[config.mk]
export PLATFORM = sky130hd
export DESIGN_NAME = weighted_euclidean_distance
export DESIGN_NICKNAME = d
export VERILOG_FILES = /design/src/rtl/core/wed_pkg.sv /design/src/rtl/core/wed_front.sv /design/src/rtl/core/wed_queue.sv /design/src/rtl/core/wed_back.sv /design/src/rtl/core/weighted_euclidean_distance.sv
export SDC_FILE = /design/constraint.sdc
export NUM_CORES = 2
export LEC_CHECK = 0
export BUFFER_PORTS_ARGS = -buffer_cell sky130_fd_sc_hd__buf_2
export CAP_MARGIN = 20
export CELL_PAD_IN_SITES_DETAIL_PLACEMENT = 1
export CELL_PAD_IN_SITES_GLOBAL_PLACEMENT = 2
export CORE_MARGIN = 1
export CORE_UTILIZATION = 30
export CTS_CLUSTER_DIAMETER = 30
export DETAILED_ROUTE_END_ITERATION = 6
export MAX_ROUTING_LAYER = met4
export PLACE_DENSITY_LB_ADDON = 0.1
export SLEW_MARGIN = 40
export SYNTH_ARGS = -nofsm -noshare
export SYNTH_HDL_FRONTEND = slang
export SYNTH_SLANG_ARGS = --single-unit
[constraint.sdc]
create_clock -name clock -period 21.8 [get_ports clock]
set_input_delay 2.18 -clock clock [delete_from_list [all_inputs] [get_ports clock]]
set_output_delay 2.18 -clock clock [all_outputs]
set_load 0.05 [all_outputs]
[src/rtl/core/wed_pkg.sv]
// shared types and constants for the weighted euclidean distance block
`default_nettype none

package wed_pkg;

   localparam int FIELD_BITS    = 16;
   localparam int DISTANCE_BITS = 64;
   localparam int ROOT_BITS     = DISTANCE_BITS / 2;
   localparam int QUEUE_DEPTH   = 2;

   localparam logic MODE_SQUARED   = 1'b0;
   localparam logic MODE_EUCLIDEAN = 1'b1;

   typedef struct packed {
      logic signed [FIELD_BITS-1:0] first_value;
      logic signed [FIELD_BITS-1:0] second_value;
      logic        [FIELD_BITS-1:0] weight;
      logic                         last;
   } wed_req_type;

   typedef struct packed {
      logic [DISTANCE_BITS-1:0] distance;
      logic                     saturated;
   } wed_rsp_type;

   // one finished vector handed from the front to the back
   typedef struct packed {
      logic [DISTANCE_BITS-1:0] sum;
      logic                     saturated;
      logic                     mode;
   } wed_entry_type;

endpackage

`default_nettype wire

[src/rtl/core/wed_front.sv]
// front pipeline: difference, square, weighting and saturating accumulation
`default_nettype none

module wed_front #(
   parameter int VALUE_BITS  = 16,
   parameter int WEIGHT_BITS = 16
) (
   input  wire logic                  clock,
   input  wire logic                  reset,
   input  wire logic                  req_valid,
   output logic                       req_ready,
   input  wire wed_pkg::wed_req_type  req_data,
   input  wire logic                  csr_valid,
   input  wire logic                  csr_data,
   input  wire logic                  q_full,
   output logic                       push,
   output wed_pkg::wed_entry_type     entry
);

   localparam int EXT_BITS  = 2 * wed_pkg::FIELD_BITS;
   localparam int DIFF_BITS = VALUE_BITS + 1;
   localparam int SQ_BITS   = 2 * VALUE_BITS;
   localparam int TERM_BITS = SQ_BITS + WEIGHT_BITS;
   localparam int ACC_BITS  = wed_pkg::DISTANCE_BITS;

   logic [EXT_BITS-1:0]    first_ext;
   logic [EXT_BITS-1:0]    second_ext;
   logic [VALUE_BITS-1:0]  first_raw;
   logic [VALUE_BITS-1:0]  second_raw;
   logic [DIFF_BITS-1:0]   diff;
   logic [DIFF_BITS-1:0]   diff_abs;
   logic                   advance;

   logic                   mode_ff;
   logic                   s1_valid_ff, s2_valid_ff, s3_valid_ff;
   logic                   s1_last_ff, s2_last_ff, s3_last_ff;
   logic [VALUE_BITS-1:0]  s1_mag_ff, s1_mag_in;
   logic [WEIGHT_BITS-1:0] s1_weight_ff, s2_weight_ff;
   logic [SQ_BITS-1:0]     s2_sq_ff;
   logic [TERM_BITS-1:0]   s3_term_ff;
   logic [ACC_BITS-1:0]    acc_ff, acc_in;
   logic                   over_ff, over_in;

   logic [ACC_BITS:0]      sum_wide;
   logic [ACC_BITS-1:0]    sum_sat;
   logic                   sum_over;

   always_comb begin
      first_ext  = {{(EXT_BITS-wed_pkg::FIELD_BITS){1'b0}}, req_data.first_value};
      second_ext = {{(EXT_BITS-wed_pkg::FIELD_BITS){1'b0}}, req_data.second_value};
      first_raw  = first_ext[VALUE_BITS-1:0];
      second_raw = second_ext[VALUE_BITS-1:0];
      diff       = {first_raw[VALUE_BITS-1], first_raw} - {second_raw[VALUE_BITS-1], second_raw};
      diff_abs   = diff[DIFF_BITS-1] ? (~diff + DIFF_BITS'(1)) : diff;
      s1_mag_in  = diff_abs[VALUE_BITS-1:0];
   end

   // a finished vector waits in the last stage while the queue is full
   assign advance   = !(s3_valid_ff && s3_last_ff && q_full);
   assign req_ready = advance;

   always_comb begin
      sum_wide = {1'b0, acc_ff} + {{(ACC_BITS+1-TERM_BITS){1'b0}}, s3_term_ff};
      sum_over = sum_wide[ACC_BITS];
      sum_sat  = sum_over ? {ACC_BITS{1'b1}} : sum_wide[ACC_BITS-1:0];

      acc_in          = acc_ff;
      over_in         = over_ff;
      push            = 1'b0;
      entry.sum       = sum_sat;
      entry.saturated = over_ff | sum_over;
      entry.mode      = mode_ff;
      if (advance && s3_valid_ff) begin
         if (s3_last_ff) begin
            push    = 1'b1;
            acc_in  = '0;
            over_in = 1'b0;
         end else begin
            acc_in  = sum_sat;
            over_in = over_ff | sum_over;
         end
      end
   end

   always_ff @(posedge clock) begin
      if (reset) begin
         mode_ff     <= wed_pkg::MODE_SQUARED;
         s1_valid_ff <= 1'b0;
         s2_valid_ff <= 1'b0;
         s3_valid_ff <= 1'b0;
         acc_ff      <= '0;
         over_ff     <= 1'b0;
      end else begin
         if (csr_valid) begin
            mode_ff <= csr_data;
         end
         if (advance) begin
            s1_valid_ff <= req_valid;
            s2_valid_ff <= s1_valid_ff;
            s3_valid_ff <= s2_valid_ff;
         end
         acc_ff  <= acc_in;
         over_ff <= over_in;
      end
   end

   always_ff @(posedge clock) begin
      if (advance) begin
         s1_mag_ff    <= s1_mag_in;
         s1_weight_ff <= req_data.weight[WEIGHT_BITS-1:0];
         s1_last_ff   <= req_data.last;
         s2_sq_ff     <= s1_mag_ff * s1_mag_ff;
         s2_weight_ff <= s1_weight_ff;
         s2_last_ff   <= s1_last_ff;
         s3_term_ff   <= s2_sq_ff * s2_weight_ff;
         s3_last_ff   <= s2_last_ff;
      end
   end

endmodule

`default_nettype wire

[src/rtl/core/wed_queue.sv]
// short queue of finished vector sums between front and back
`default_nettype none

module wed_queue (
   input  wire logic                    clock,
   input  wire logic                    reset,
   input  wire logic                    push,
   input  wire wed_pkg::wed_entry_type  push_data,
   output logic                         full,
   input  wire logic                    pop,
   output logic                         not_empty,
   output wed_pkg::wed_entry_type       head
);

   localparam int DEPTH     = wed_pkg::QUEUE_DEPTH;
   localparam int PTR_BITS  = $clog2(DEPTH);
   localparam int CNT_BITS  = $clog2(DEPTH + 1);

   wed_pkg::wed_entry_type slots_ff [DEPTH];
   logic [PTR_BITS-1:0]    wr_ptr_ff, wr_ptr_in;
   logic [PTR_BITS-1:0]    rd_ptr_ff, rd_ptr_in;
   logic [CNT_BITS-1:0]    count_ff, count_in;

   assign full      = (count_ff == CNT_BITS'(DEPTH));
   assign not_empty = (count_ff != '0);
   assign head      = slots_ff[rd_ptr_ff];

   always_comb begin
      wr_ptr_in = wr_ptr_ff;
      rd_ptr_in = rd_ptr_ff;
      count_in  = count_ff;
      if (push) begin
         wr_ptr_in = (wr_ptr_ff == PTR_BITS'(DEPTH - 1)) ? '0 : wr_ptr_ff + PTR_BITS'(1);
      end
      if (pop) begin
         rd_ptr_in = (rd_ptr_ff == PTR_BITS'(DEPTH - 1)) ? '0 : rd_ptr_ff + PTR_BITS'(1);
      end
      if (push && !pop) begin
         count_in = count_ff + CNT_BITS'(1);
      end else if (pop && !push) begin
         count_in = count_ff - CNT_BITS'(1);
      end
   end

   always_ff @(posedge clock) begin
      if (reset) begin
         wr_ptr_ff <= '0;
         rd_ptr_ff <= '0;
         count_ff  <= '0;
      end else begin
         wr_ptr_ff <= wr_ptr_in;
         rd_ptr_ff <= rd_ptr_in;
         count_ff  <= count_in;
      end
   end

   always_ff @(posedge clock) begin
      if (push) begin
         slots_ff[wr_ptr_ff] <= push_data;
      end
   end

endmodule

`default_nettype wire

[src/rtl/core/wed_back.sv]
// back end: bit-serial integer square root and the result register
`default_nettype none

module wed_back (
   input  wire logic                    clock,
   input  wire logic                    reset,
   input  wire logic                    q_not_empty,
   input  wire wed_pkg::wed_entry_type  q_head,
   output logic                         q_pop,
   output logic                         rsp_valid,
   input  wire logic                    rsp_ready,
   output wed_pkg::wed_rsp_type         rsp_data
);

   localparam int DIST_BITS = wed_pkg::DISTANCE_BITS;
   localparam int ROOT_BITS = wed_pkg::ROOT_BITS;
   localparam int REM_BITS  = ROOT_BITS + 2;
   localparam int STEP_BITS = $clog2(ROOT_BITS);

   localparam logic [1:0] ST_IDLE = 2'd0;
   localparam logic [1:0] ST_ROOT = 2'd1;
   localparam logic [1:0] ST_HOLD = 2'd2;

   logic [1:0]           state_ff, state_in;
   logic [DIST_BITS-1:0] x_ff, x_in;
   logic [REM_BITS-1:0]  rem_ff, rem_in;
   logic [ROOT_BITS-1:0] root_ff, root_in;
   logic [STEP_BITS-1:0] step_ff, step_in;
   logic                 sat_ff, sat_in;
   logic                 out_valid_ff, out_valid_in;
   wed_pkg::wed_rsp_type out_data_ff, out_data_in;

   logic                 out_free;
   logic [REM_BITS:0]    rem_shift;
   logic [REM_BITS:0]    trial;
   logic                 take;

   assign out_free  = !out_valid_ff || rsp_ready;
   assign rsp_valid = out_valid_ff;
   assign rsp_data  = out_data_ff;

   always_comb begin
      // one result bit per cycle, two radicand bits brought down
      rem_shift = {rem_ff[REM_BITS-2:0], x_ff[DIST_BITS-1 -: 2]};
      trial     = {1'b0, root_ff, 2'b01};
      take      = (rem_shift >= trial);

      state_in     = state_ff;
      x_in         = x_ff;
      rem_in       = rem_ff;
      root_in      = root_ff;
      step_in      = step_ff;
      sat_in       = sat_ff;
      q_pop        = 1'b0;
      out_valid_in = out_valid_ff && !rsp_ready;
      out_data_in  = out_data_ff;

      case (state_ff)
         ST_IDLE: begin
            if (q_not_empty) begin
               if (q_head.mode == wed_pkg::MODE_EUCLIDEAN) begin
                  q_pop    = 1'b1;
                  x_in     = q_head.sum;
                  rem_in   = '0;
                  root_in  = '0;
                  step_in  = '0;
                  sat_in   = q_head.saturated;
                  state_in = ST_ROOT;
               end else if (out_free) begin
                  q_pop                 = 1'b1;
                  out_valid_in          = 1'b1;
                  out_data_in.distance  = q_head.sum;
                  out_data_in.saturated = q_head.saturated;
               end
            end
         end
         ST_ROOT: begin
            rem_in  = take ? REM_BITS'(rem_shift - trial) : rem_shift[REM_BITS-1:0];
            root_in = {root_ff[ROOT_BITS-2:0], take};
            x_in    = {x_ff[DIST_BITS-3:0], 2'b00};
            step_in = step_ff + STEP_BITS'(1);
            if (step_ff == STEP_BITS'(ROOT_BITS - 1)) begin
               state_in = ST_HOLD;
            end
         end
         ST_HOLD: begin
            if (out_free) begin
               out_valid_in          = 1'b1;
               out_data_in.distance  = {{(DIST_BITS-ROOT_BITS){1'b0}}, root_ff};
               out_data_in.saturated = sat_ff;
               state_in              = ST_IDLE;
            end
         end
         default: begin
            state_in = ST_IDLE;
         end
      endcase
   end

   always_ff @(posedge clock) begin
      if (reset) begin
         state_ff     <= ST_IDLE;
         out_valid_ff <= 1'b0;
      end else begin
         state_ff     <= state_in;
         out_valid_ff <= out_valid_in;
      end
   end

   always_ff @(posedge clock) begin
      x_ff        <= x_in;
      rem_ff      <= rem_in;
      root_ff     <= root_in;
      step_ff     <= step_in;
      sat_ff      <= sat_in;
      out_data_ff <= out_data_in;
   end

endmodule

`default_nettype wire

[src/rtl/core/weighted_euclidean_distance.sv]
// top level: weighted squared or euclidean distance over streamed element pairs
//
//   channel   direction   handshake               payload
//   req       in          req_valid / req_ready   wed_req_type (one element pair)
//   rsp       out         rsp_valid / rsp_ready   wed_rsp_type (one per vector)
//   csr       in          csr_valid / csr_ready   distance mode bit
//
// the front takes one element per cycle unless req_ready is low: three registered
// stages (difference, square, weight multiply) feed a 64-bit saturating accumulator.
// squared mode: a finished sum goes from the third stage through the queue to the
// result register that drives rsp_valid, when nothing waits ahead of it.
// euclidean mode: the shared bit-serial root unit computes the 32-bit root bit by bit.
// a two-entry queue holds finished vectors; req stalls only when a last element
// finds it full. synchronous reset clears the accumulator, mode and all valids.
`default_nettype none

module weighted_euclidean_distance #(
   parameter int VALUE_BITS  = 16,
   parameter int WEIGHT_BITS = 16
) (
   input  wire logic                  clock,
   input  wire logic                  reset,
   input  wire logic                  req_valid,
   output logic                       req_ready,
   input  wire wed_pkg::wed_req_type  req_data,
   output logic                       rsp_valid,
   input  wire logic                  rsp_ready,
   output wed_pkg::wed_rsp_type       rsp_data,
   input  wire logic                  csr_valid,
   output logic                       csr_ready,
   input  wire logic                  csr_data
);

   logic                   q_full;
   logic                   q_push;
   logic                   q_pop;
   logic                   q_not_empty;
   wed_pkg::wed_entry_type q_push_data;
   wed_pkg::wed_entry_type q_head;

   assign csr_ready = 1'b1;

   wed_front #(
      .VALUE_BITS  (VALUE_BITS),
      .WEIGHT_BITS (WEIGHT_BITS)
   ) u_front (
      .clock     (clock),
      .reset     (reset),
      .req_valid (req_valid),
      .req_ready (req_ready),
      .req_data  (req_data),
      .csr_valid (csr_valid),
      .csr_data  (csr_data),
      .q_full    (q_full),
      .push      (q_push),
      .entry     (q_push_data)
   );

   wed_queue u_queue (
      .clock     (clock),
      .reset     (reset),
      .push      (q_push),
      .push_data (q_push_data),
      .full      (q_full),
      .pop       (q_pop),
      .not_empty (q_not_empty),
      .head      (q_head)
   );

   wed_back u_back (
      .clock       (clock),
      .reset       (reset),
      .q_not_empty (q_not_empty),
      .q_head      (q_head),
      .q_pop       (q_pop),
      .rsp_valid   (rsp_valid),
      .rsp_ready   (rsp_ready),
      .rsp_data    (rsp_data)
   );

endmodule

`default_nettype wire

### After elaboration in Yosys (flattened, before gate mapping)

Memories as Yosys holds them, arrays and structs flattened. A register that Yosys moved wholly into a read port is not among the register bits.
Index checks and enable logic that the tools add are counted.
Widths: inputs -> output; s select.

* add/sub/neg operators: 9
* multiply operators: 2
* magnitude comparators: 1
* eq/ne operators: 10
* multiplexer cells: 45
* bitwise gates (word level): 2
* reduce and logical (&&, ||, !) cells: 21

Operator list (number)
* $mux 65: 4
* $mux 64: 4
* $pmux 65 s2: 1
* $pmux 64 s2: 1
* $mux 33: 3
* $pmux 33 s2: 1
* $add 64x48->65: 1
* $mux 32: 2
* $pmux 32 s2: 1
* $mul 32x16->48: 1
* $ge 35x34->1: 1
* $sub 33x33->33: 1
* $mul 16x16->32: 1
* $sub 16x16->17: 1
* $add 16x1->16 const B: 1
* $mux 1: 16
* $mux 16: 1
* $not 16->16: 1
* $mux 2: 6
* $mux 5: 2
* $pmux 5 s2: 1
* $reduce_bool 2->1: 4
* $logic_and 1x1->1: 6
* $ne 2x1->1 const B: 3
* other kinds (17): 26

* bits in registers: 407
* bits in writable memories: 132
* input bits: 55
* output and inout port bits: 68
* logic and storage cells: 117
* memories kept: 1

Memory list
* u_queue.slots_ff: words 2, width 66, read ports 1, clocked after memory_dff 1, wr ports 1, RTL line wed_queue.sv:19 `wed_pkg::wed_entry_type slots_ff [DEPTH];`

### Longest topological paths before layout

* depth after elaboration: 9
* gate-level depth with buffers: 28

### Cells and area by module

Synthesis repeated with hierarchy kept, for this count alone.

* cells, all modules: 4839
* area, all modules: 48656.7 um^2

Modules (own cells, without submodules)
* wed_front: instances 1, cells each 3634, area an instance 33424.6 um^2
* wed_back: instances 1, cells each 976, area an instance 10237.3 um^2
* wed_queue: instances 1, cells each 227, area an instance 4983.5 um^2
* weighted_euclidean_distance: instances 1, cells each 2, area an instance 11.3 um^2

### Worst setup path after synthesis

OpenSTA, ideal clock, no wires.

* kind: register to register
* from: register u_front.s3_last_ff
* to: memory u_queue.slots_ff[0][0] (netlist bit) (enable)
* library setup time: 0.498 ns
* arrival time: 7.819 ns
* data required time: 21.302 ns
* setup slack: 13.483 ns
* stages on the path, launching flop included: 4
* clock period less this slack: 8.317 ns
* cell sequence: edfxtp_1 -> nand4b_1 -> and3_1 -> nor2b_1

* word-level cells in the longest chain between the ends: 7
* elaborated cells on any way between the ends: 8

RTL lines
* start, declared: RTL line wed_front.sv:36 `logic s1_last_ff, s2_last_ff, s3_last_ff;`
* start signal, assigned: RTL line wed_front.sv:116 `s3_last_ff <= s2_last_ff;`
* $logic_and 1x1->1 (2 in a row): RTL line wed_front.sv:59 `assign advance = !(s3_valid_ff && s3_last_ff && q_full);`
* $logic_not 1->1: RTL line wed_front.sv:59
* named net req_ready: RTL line weighted_euclidean_distance.sv:24 `output logic req_ready,`
* $logic_and 1x1->1: RTL line wed_front.sv:73 `if (advance && s3_valid_ff) begin`
* $mux 1: RTL line wed_front.sv:73
* named net q_push: RTL line weighted_euclidean_distance.sv:35 `logic q_push;`
* $mux 1: RTL line wed_queue.sv:58 `if (push) begin`
* $mux 1 (implied by the code): RTL line wed_queue.sv:59 `slots_ff[wr_ptr_ff] <= push_data;`
* end, declared: RTL line wed_queue.sv:19

The timed path passes the listed nets, and every way through them passes these cells.

### Worst setup path in the final report

* from: register u_front.s2_weight_ff[7]
* to: register u_front.s3_term_ff[46], data pin

* word-level cells in the longest chain between the ends: 1

RTL lines
* start, declared: RTL line wed_front.sv:38 `logic [WEIGHT_BITS-1:0] s1_weight_ff, s2_weight_ff;`
* start signal, assigned: RTL line wed_front.sv:113 `s2_weight_ff <= s1_weight_ff;`
* $mul 32x16->48: RTL line wed_front.sv:115 `s3_term_ff <= s2_sq_ff * s2_weight_ff;`
* end signal, assigned: RTL line wed_front.sv:115
* end, declared: RTL line wed_front.sv:40 `logic [TERM_BITS-1:0] s3_term_ff;`

Every way passes these cells.
A chain may end at the register's enable or synchronous reset.

==> results list <==
- Result of the run: complete, no violations
- The synthesized netlist occupies a cell area of 48,000 um^2.
- Proportion of synthesized chip area in sequential cells: 32.1%
- Among all cell types in the netlist, the one instantiated most often is sky130_fd_sc_hd__inv_1.
- CTS built an H-tree with a depth of 4.
- Number of hold buffers added after cts: 0
- Via density per instance: 4.61
- Total die area: 162,000 um^2
- For this run, the slowest stage of the critical path takes 0.58 ns.
* Remaining global-route overflow: 0
* Number of cells produced by synthesis: 4,722
* Number of library cell types mapped by synthesis: 83
* Inserted Clock Buffers: 151
- Worst path top cell family by delay: adder cells
* Total number of cells along the worst setup path: 25
- Across the run, the number of max-cap violations was 0.
* EDFF count, synth: 462
- Post-Route Utilization: 35.5%
* Max Root-Sink Buffers: 3
- Global routing consumed, over all layers together, 16.9% of the routing resources.
- By count the netlist is led by 787 x sky130_fd_sc_hd__inv_1, 577 x sky130_fd_sc_hd__fa_1, 524 x sky130_fd_sc_hd__nand2_1.
- Timing would allow up to 132 MHz.
- Data required, critical path: 22.31 ns
* Post-CTS setup buffer count: 0
- Max_slew headroom: 43.4%
- Counting stages on the worst path, the most repeated cell is sky130_fd_sc_hd__fa_1.
- Synthesis-to-layout area growth: 17.4%
- Length in cells of the worst reg-to-reg path: 25
- Hold path cells: 0
- Crit. Startpoint: u_front.s2_weight_ff[7]
- By startpoint and endpoint, the worst setup path is classified as reg2reg.
- ANT nets after route: 0
* Clock sink total: 539
* Wire length of the first global-routing pass: 210 mm
- Gpl congestion: 0.773
* Share of post-route cells with drive strength above 1: 9.25%
* Die X: 402 um
- Pre-Repair DR Iteration Count: 5
* Clk Tree Root Cell: sky130_fd_sc_hd__clkbuf_16
- Of the post-synthesis cell area, the dominant cell type holds 28.9%.
- Sum of negative setup slack: 0 ns
- Site row count: 146
- Half-perimeter wire length after detailed placement: 99.6 mm
- STA classifies the critical path endpoint as a register.
- Compound-gate portion of the synthesized area: 9.10%
- Critical register-to-register path endpoint: u_front.s3_term_ff[46]
* Setup repair after global routing missed its margin: no
- 123 I/O pins were placed.
- Cell taking the most area after synthesis: sky130_fd_sc_hd__edfxtp_1
- Sorting the synthesized cells by area gives the leading types as sky130_fd_sc_hd__edfxtp_1 29%, sky130_fd_sc_hd__fa_1 24%, sky130_fd_sc_hd__ha_1 8.4%.
- The routed layout has 32,600 vias.
- Of the available clock period, the critical path in the final layout requires 34.7%.
* Insertion delay to the later sink of the worst-skew pair: 0.78 ns
- After detailed routing, the average wire length per cell comes to 18.2 um.
* Worst R2R Start: u_front.s2_weight_ff[7]
* Clock tree from TritonCTS: yes
- The floorplan step defined a core boundary enclosing 159,000 um^2.
- Setup violations remaining at the end of the flow were counted as 0.
* Post-synthesis simple-gate area fraction: 13.0%
- For this run, design rule violations remaining after detail routing come to 0.
- Input and output buffers added on the ports amount to 121.
* Worst-path fanout max: 25
* Detailed-route wire length on metal 1: 61.7 mm
- Post-synthesis mux area share: 2.17%
- Adder-cell area share of the yosys netlist: 32.5%
- In this run the most critical hold path is launched from u_front.s1_weight_ff[0].
* Path class of the lowest-slack min-delay path: reg2reg
- WL met2: 61.5 mm
- Clock-pin slew reported for the worst setup and hold paths after clock tree synthesis: 0.04 ns
* Main flop type after synthesis: sky130_fd_sc_hd__edfxtp_1
- Top layer reached by signal wires: met4
* Avg Inst Size Synth: 10.2 um^2
- Measured along the y axis, the die boundary spans 402 um.
- Critical path launch point type: register
* Vias in the first global route: 37,000
- The final number of max-transition violations is 0.
- Seq cells post-synth: 539
* Total of cells resized after clock tree synthesis: 0
- Across all register-to-register paths, the minimum setup slack is 14.24 ns.
- Together, buffers and inverters on the worst path number 6.
- Once layout is done, the placed cells without fillers occupy 56,400 um^2.
* Number of nets at the end of the flow: 5,824
* Worst Skew: 0.0806 ns
* Actual transition at the worst max-transition pin: 0.849 ns
- Post-Synth XOR/XNOR Area: 3.39%
- After detailed routing, the met3 layer carries 3.27 mm of wire.
* Largest family of logic cells by synthesized area: adder cells
- Routed wire length: 129 mm
* Async S/R FF share, synth: 0%
- Final hold violation count: 0
* Cell with the biggest individual delay on the critical path: sky130_fd_sc_hd__fa_1
* Synthesis warning total: 0
- Diodes inserted: 0
* Violation count after the first detailed-routing iteration: 1,047
* Number of filler cells placed in the layout: 17,700
- The initial antenna violation count came to 1.
* Min cycle time layout: 7.56 ns
- Effective utilization at floorplan: 30.3%
* Pin count of the biggest net entering global routing: 84
* Placed inst area: 50,900 um^2
- Worst Path Arrival: 8.07 ns
- The path with the worst hold slack has its endpoint at u_front.s2_weight_ff[0].
## worst max-delay path by stage
stage                                        end
after floorplan           u_queue.slots_ff[0][0]
after global placement    u_front.s3_term_ff[46]
after detailed placement  u_front.s3_term_ff[46]
after CTS                 u_front.s3_term_ff[46]
after global routing      u_front.s3_term_ff[46]
final                     u_front.s3_term_ff[46]
## metal layers
metal  track usage [%]  vias up
met3              2.50      163
met1              21.6    16400
li1                  -    15700
met5                 -        -
met2              27.9      329
met4              4.63        0
## state kept, by name (all words and copies together), names as in the netlist, 2 cells and up, named ones only
signal,flops
u_back.rem_ff,33
u_front.s2_sq_ff,31
u_back.rsp_data,65
u_back.state_ff,2
u_back.step_ff,5
u_back.x_ff,64
u_front.s1_mag_ff,16
u_front.acc_ff,64
u_back.root_ff,32
u_front.s1_weight_ff,16
u_front.s3_term_ff,48
u_queue.count_ff,2
u_queue.slots_ff,132
u_front.s2_weight_ff,16
## worst reg2reg max path, stage by stage (launching register included)
cell                        delay, ns
sky130_fd_sc_hd__edfxtp_1        0.46
sky130_fd_sc_hd__buf_4           0.37
sky130_fd_sc_hd__nand2_1         0.14
sky130_fd_sc_hd__fa_1            0.58
sky130_fd_sc_hd__inv_1           0.06
sky130_fd_sc_hd__fa_1            0.50
sky130_fd_sc_hd__inv_1           0.06
sky130_fd_sc_hd__fa_1            0.53
sky130_fd_sc_hd__inv_1           0.05
sky130_fd_sc_hd__fa_1            0.38
sky130_fd_sc_hd__fa_1            0.51
sky130_fd_sc_hd__inv_1           0.05
sky130_fd_sc_hd__fa_1            0.48
sky130_fd_sc_hd__inv_1           0.04
sky130_fd_sc_hd__ha_1            0.34
sky130_fd_sc_hd__a21o_1          0.18
sky130_fd_sc_hd__a21o_1          0.18
sky130_fd_sc_hd__a31oi_1         0.20
sky130_fd_sc_hd__nand4_1         0.17
sky130_fd_sc_hd__a32oi_1         0.46
sky130_fd_sc_hd__o2111ai_1       0.28
sky130_fd_sc_hd__a21boi_0        0.56
sky130_fd_sc_hd__o21ai_0         0.25
sky130_fd_sc_hd__a21o_1          0.22
sky130_fd_sc_hd__a21oi_1         0.16
sky130_fd_sc_hd__xnor2_1         0.08
## per-stage QoR
step                      hold slack [ns]  worst slack [ns]  cells
final                               0.414             14.24   7068
after global routing                0.418             13.59   7068
after CTS                           0.416             13.99   7064
after detailed placement            0.406             14.02   6783
after global placement              0.402             14.06   6780
after floorplan                     0.400             13.48   4729
## cell families after synthesis
kind of cell / after synthesis
AND/OR/NAND/NOR: 1335
buffers and inverters: 972
adder cells (fa/ha/maj): 901
AO/OA/AOI/OAI: 684
flip-flops: 539
XOR/XNOR: 186
multiplexers: 103
other: 2
## layout make-up
cell class                      instances  area, um^2  share of cell area [%]
Sequential cell                       539       15400                    27.4
Inverter                              787        2950                    5.24
Timing Repair Buffer                  171        1040                    1.84
Clock buffer                          166        3880                    6.89
Tap cell                             2072        2590                    4.60
Clock inverter                        115        1490                    2.65
Multi-Input combinational cell       3218       29000                    51.4
## cell usage in the layout, fill, tap and decap left out, types with 17 or more instances in the layout
cell type                    count
sky130_fd_sc_hd__o21ai_0        98
sky130_fd_sc_hd__edfxtp_1      462
sky130_fd_sc_hd__nor2b_1        21
sky130_fd_sc_hd__a21oi_1       259
sky130_fd_sc_hd__o21bai_1       25
sky130_fd_sc_hd__a21o_1         90
sky130_fd_sc_hd__dfxtp_1        76
sky130_fd_sc_hd__nor3_1         26
sky130_fd_sc_hd__clkinvlp_4     17
sky130_fd_sc_hd__and3_1         17
sky130_fd_sc_hd__clkbuf_16     151
sky130_fd_sc_hd__nand3_1        60
sky130_fd_sc_hd__xnor2_1       129
sky130_fd_sc_hd__buf_2         121
sky130_fd_sc_hd__nor2_1        311
sky130_fd_sc_hd__and2_1        263
sky130_fd_sc_hd__nand2b_1       29
sky130_fd_sc_hd__nand2_1       523
sky130_fd_sc_hd__ha_1          324
sky130_fd_sc_hd__mux2i_1        95
sky130_fd_sc_hd__clkinv_2       24
sky130_fd_sc_hd__nand4_1        20
sky130_fd_sc_hd__a31oi_1        22
sky130_fd_sc_hd__inv_1         787
sky130_fd_sc_hd__clkinv_1       24
sky130_fd_sc_hd__a22o_1         49
sky130_fd_sc_hd__bufinv_16      22
sky130_fd_sc_hd__fa_1          577
sky130_fd_sc_hd__buf_4          38
sky130_fd_sc_hd__xor2_1         57
Power is left out: the tool's default activity adds up to more than one toggle a clock period on the data nets, which glitch-free logic cannot reach.
